==> src/design/spq_pkg.sv <==
// Package for the sorted priority queue: capacity, request and status codes,
// and the per-cell control code. No dependencies.
`default_nettype none

package spq_pkg;

    localparam int CAPACITY = 64;
    localparam int CNT_W    = $clog2(CAPACITY + 1);
    localparam int PRIO_W   = 16;
    localparam int VAL_W    = 32;

    typedef enum logic [1:0] {
        REQ_INSERT  = 2'd0,
        REQ_DEQUEUE = 2'd1,
        REQ_PEEK    = 2'd2,
        REQ_CLEAR   = 2'd3
    } req_t;

    typedef enum logic [1:0] {
        ST_OK    = 2'd0,
        ST_EMPTY = 2'd1,
        ST_FULL  = 2'd2
    } status_t;

    // What a cell loads at the next edge.
    typedef enum logic [1:0] {
        CELL_HOLD       = 2'd0,
        CELL_LOAD       = 2'd1,
        CELL_FROM_LEFT  = 2'd2,
        CELL_FROM_RIGHT = 2'd3
    } cell_op_t;

    typedef struct packed {
        cell_op_t          op;
        logic [PRIO_W-1:0] new_prio;
        logic [VAL_W-1:0]  new_value;
    } cell_ctrl_t;

endpackage

`default_nettype wire

==> src/design/spq_cell.sv <==
// One slot of the sorted queue: holds a priority and a value, compares the
// incoming priority with its own, and loads from the request or a neighbor.
// Depends on spq_pkg.
`default_nettype none

module spq_cell (
    input  wire logic                      clk,
    input  wire spq_pkg::cell_ctrl_t       ctrl,
    input  wire logic [spq_pkg::PRIO_W-1:0] left_prio,
    input  wire logic [spq_pkg::VAL_W-1:0]  left_value,
    input  wire logic [spq_pkg::PRIO_W-1:0] right_prio,
    input  wire logic [spq_pkg::VAL_W-1:0]  right_value,
    output logic      [spq_pkg::PRIO_W-1:0] prio,
    output logic      [spq_pkg::VAL_W-1:0]  value,
    output logic                            new_le
);
    import spq_pkg::*;

    logic [PRIO_W-1:0] prio_reg;
    logic [PRIO_W-1:0] prio_next;
    logic [VAL_W-1:0]  value_reg;
    logic [VAL_W-1:0]  value_next;

    always_comb
    begin
        prio_next  = prio_reg;
        value_next = value_reg;
        case (ctrl.op)
            CELL_HOLD:
            begin
                prio_next  = prio_reg;
                value_next = value_reg;
            end
            CELL_LOAD:
            begin
                prio_next  = ctrl.new_prio;
                value_next = ctrl.new_value;
            end
            CELL_FROM_LEFT:
            begin
                prio_next  = left_prio;
                value_next = left_value;
            end
            CELL_FROM_RIGHT:
            begin
                prio_next  = right_prio;
                value_next = right_value;
            end
            default:
            begin
                prio_next  = prio_reg;
                value_next = value_reg;
            end
        endcase
    end

    always_ff @(posedge clk)
    begin
        prio_reg  <= prio_next;
        value_reg <= value_next;
    end

    assign prio   = prio_reg;
    assign value  = value_reg;
    assign new_le = $signed(ctrl.new_prio) <= $signed(prio_reg);

endmodule

`default_nettype wire
==> config.mk <==
export PLATFORM = sky130hd
export DESIGN_NAME = spq_cell
export DESIGN_NICKNAME = d
export VERILOG_FILES = /design/src/design/spq_pkg.sv /design/src/design/spq_cell.sv
export SDC_FILE = /design/constraint.sdc
export NUM_CORES = 1
export LEC_CHECK = 0
export CORE_AREA = 3 3 97 62
export CTS_CLUSTER_SIZE = 14
export DETAILED_ROUTE_END_ITERATION = 8
export DIE_AREA = 0 0 100 65
export DONT_BUFFER_PORTS = 1
export GPL_ROUTABILITY_DRIVEN = 0
export PLACE_DENSITY = 0.72
export SLEW_MARGIN = 5
export SYNTH_ARGS = -nofsm -noshare
export SYNTH_HDL_FRONTEND = slang
export SYNTH_SLANG_ARGS = --single-unit
==> constraint.sdc <==
create_clock -name clk -period 2.2 [get_ports clk]
set_input_delay 0.44 -clock clk [delete_from_list [all_inputs] [get_ports clk]]
set_output_delay 0.44 -clock clk [all_outputs]
set_load 0.03 [all_outputs]
==> key figures <==
Run status
  • Status: complete, but fails checks
  • Failing checks: negative setup slack

STA
  • Slew @ Worst Pin: between 1 and 1.5 ns
  • Hold Vio Cnt, Final: 0
  • Slew margin rel.: 0.260
  • Final setup fails: 1
  • Upper clock frequency limit: approximately 380 MHz
  • Tcrit/Tclk final: 1.19
  • Max Transition Viols Final: 0
  • Final TNS setup: -0.414 ns
  • Minimum clock period: 2.61 ns
  • RSZ-0062 raised after global routing: yes
  • Setup WS post-layout: -0.414 ns

Power and ir drop
  • Pwr Total: roughly 0.0024 W
  • Clk pwr share: 0.260
  • Leak: about 1.4 nW
  • Net Switching: 0.000719 W
  • Internal power: 0.00168 W
  • Max IR drop VDD: between 0.3 and 0.4 mV
  • Power Density: ~760 nW/um^2
  • Comb pwr share: 0.184
  • Register share of total power: 0.557
  • Switching share of power: 0.299

Worst setup path
  • Worst Setup End Kind: output port
  • Worst path required time: around 1.8 ns
  • Crit path DAT: about 2.2 ns
  • CP Launch Type: flip-flop
  • Critical path type: reg2out
  • Crit path max fanout: 2

Clocking
  • CTS sink count: 48
  • Post-CTS setup buffer count: 0
  • CTS H-tree lvls: 2
  • CTS Buf Count: 5
  • CTS tree: built
  • Hold-fix buffers, CTS: 0
  • Worst-path clk slew: roughly 0.090 ns
  • Clk buf depth: 2
  • Clock Tree Root: clkbuf_8

Finish
  • Final layout net count: ~440
  • Diodes inserted: 0
  • Layout cells sized above 1: 0.144
  • Area grow syn2layout: 11.8%
  • Max FFs per register: 32

Drt
  • DRC: 0
  • Pre-antenna DRT Iters: 4
  • Via count: slightly below 2000
  • Avg WL per Cell: about 19 um
  • DR iter-0 viols: 55
  • Final WL: around 6500 um
  • Antenna-violating nets left: 0
  • Vias per cell: ~5.7

Logic synthesis
  • Dominant synthesized flop cell: edfxtp_1
  • Post-synthesis adder-cell area fraction: 0.0705
  • Synth Area in Compound Gates: 0.115
  • Post-synthesis mux area share: 0.173
  • Largest family of logic cells by synthesized area: multiplexers
  • Ys async rst share: 0
  • Synth cell types: 24
  • Syn nets: about 430
  • Syn_area_per_cell: ~11 sq um
  • Sequential area share after synthesis: 0.508
  • Synth Cell Area: approximately 2800 sq um
  • Synth warn: 0
  • Synth Area in XOR/XNOR: 0
  • Post-Syn Instances: approximately 270
  • FF+latch count, synth: 48
  • Simple-gate share of the synthesized area: 0.0864
  • Post-synth EDFFs: 48

Worst hold path
  • Worst Hold Depth: 1
  • Hold Path Class: in2reg

Floorplanning
  • Cell Rows: 20
  • Initial Util: 0.559
  • Die footprint: approximately 6500 sq um
  • Core Box Area: slightly above 5000 sq um
  • Die height: approximately 65 um
  • Top-level I/O count: ~200
  • Die width: 100 um

GRT
  • Initial antenna violation count: 0
  • Largest net degree at the start of global routing: 98
  • Total GRT Usage: 0.190
  • Remaining global-route overflow: 0
  • First-pass GRT wire length: roughly 9600 um
  • Vias in the first global route: roughly 1900

Placed design
  • IO buf count: 0
  • Post-DP HPWL: about 5000 um

Run
  • Max cap viols: 0
## worst max-delay path, stage by stage (launching register included)
cell	delay (ns)
edfxtp_1	0.42
inv_2	0.08
ha_4	0.19
nor2b_4	0.12
o211ai_1	0.26
a2111oi_2	0.13
nor4b_2	0.30
mux2_4	0.39
## per-layer routing
layer | global-route usage | vias up | routed length (um)
li1 | - | 990 | -
met1 | 0.239 | 870 | 2630
met2 | 0.330 | 101 | 3240
met3 | 0.0581 | 2 | 649
met4 | 0.0303 | 0 | 21
met5 | 0 | - | 0
## synth_stat cells (2+ instances only)
master | instances | area [sq um]
a21oi_1 | 54 | 270
buf_1 | 3 | 11.3
buf_2 | 4 | 20.0
clkbuf_1 | 9 | 33.8
edfxtp_1 | 48 | 1440
ha_1 | 16 | 200
inv_1 | 16 | 60.1
mux2i_1 | 48 | 480
nand3_1 | 2 | 10.0
nand4_1 | 4 | 25.0
nor2_1 | 48 | 180
## logic make-up after synthesis
logic type               after synthesis
AO/OA/AOI/OAI                         60
adder cells (fa/ha/maj)               16
AND/OR/NAND/NOR                       59
multiplexers                          49
flip-flops                            48
buffers and inverters                 33
## placed cells by master, fill, tap and decap left out, types with 2 or more instances in the layout
cell,count
a21oi_1,54
buf_4,21
clkbuf_8,5
edfxtp_1,48
ha_1,13
ha_4,3
inv_1,13
inv_2,3
mux2i_1,48
nand3_1,2
nand4_1,4
nor2_1,48
## power by group through the flow
stage	Clock, W	Combinational, W	Sequential [W]
after floorplan	0	0.000277	0.00141
after global placement	0	0.000422	0.00136
after detailed placement	0	0.000432	0.00136
after CTS	0.000648	0.000433	0.00134
after global routing	0.000697	0.000490	0.00135
final	0.000624	0.000441	0.00134
## final timing paths
path	startpoint	to	slack, ns
setup / recovery	prio[1]$_DFFE_PP_	new_le	-0.41
hold / removal	ctrl[49]	prio[5]$_DFFE_PP_	0.35
## metrics by stage
| stage | std cells | hold slack, ns | setup slack, ns | util | cell area (sq um) |
|---|---|---|---|---|---|
| 2_1_floorplan | 265 | 0.666 | -0.197 | - | 2860 |
| 3_3_place_gp | 335 | 0.658 | -0.177 | 0.597 | 3030 |
| 3_5_place_dp | 335 | 0.660 | -0.240 | 0.597 | 3030 |
| 4_1_cts | 343 | 0.344 | -0.530 | 0.619 | 3140 |
| 5_1_grt | 343 | 0.327 | -0.599 | 0.625 | 3170 |
| 6_report | 343 | 0.353 | -0.414 | 0.625 | 3170 |
## cell type report
type                       instances  area (sq um)
timing repair buffer              21           158
fill                             434          1910
inverter                          16          60.1
clock inverter                     3          42.5
multi-input combinational        184          1320
clock buffer                       5          68.8
tap                               66          82.6
sequential                        48          1440
## what timing repair did
action                                  in CTS  in global routing
gates resized for setup                      0                  5
pin swaps                                    0                  3
gates cloned                                 0                  0
endpoints found under the setup margin       1                  1
Power figures use the tool's default switching activity.
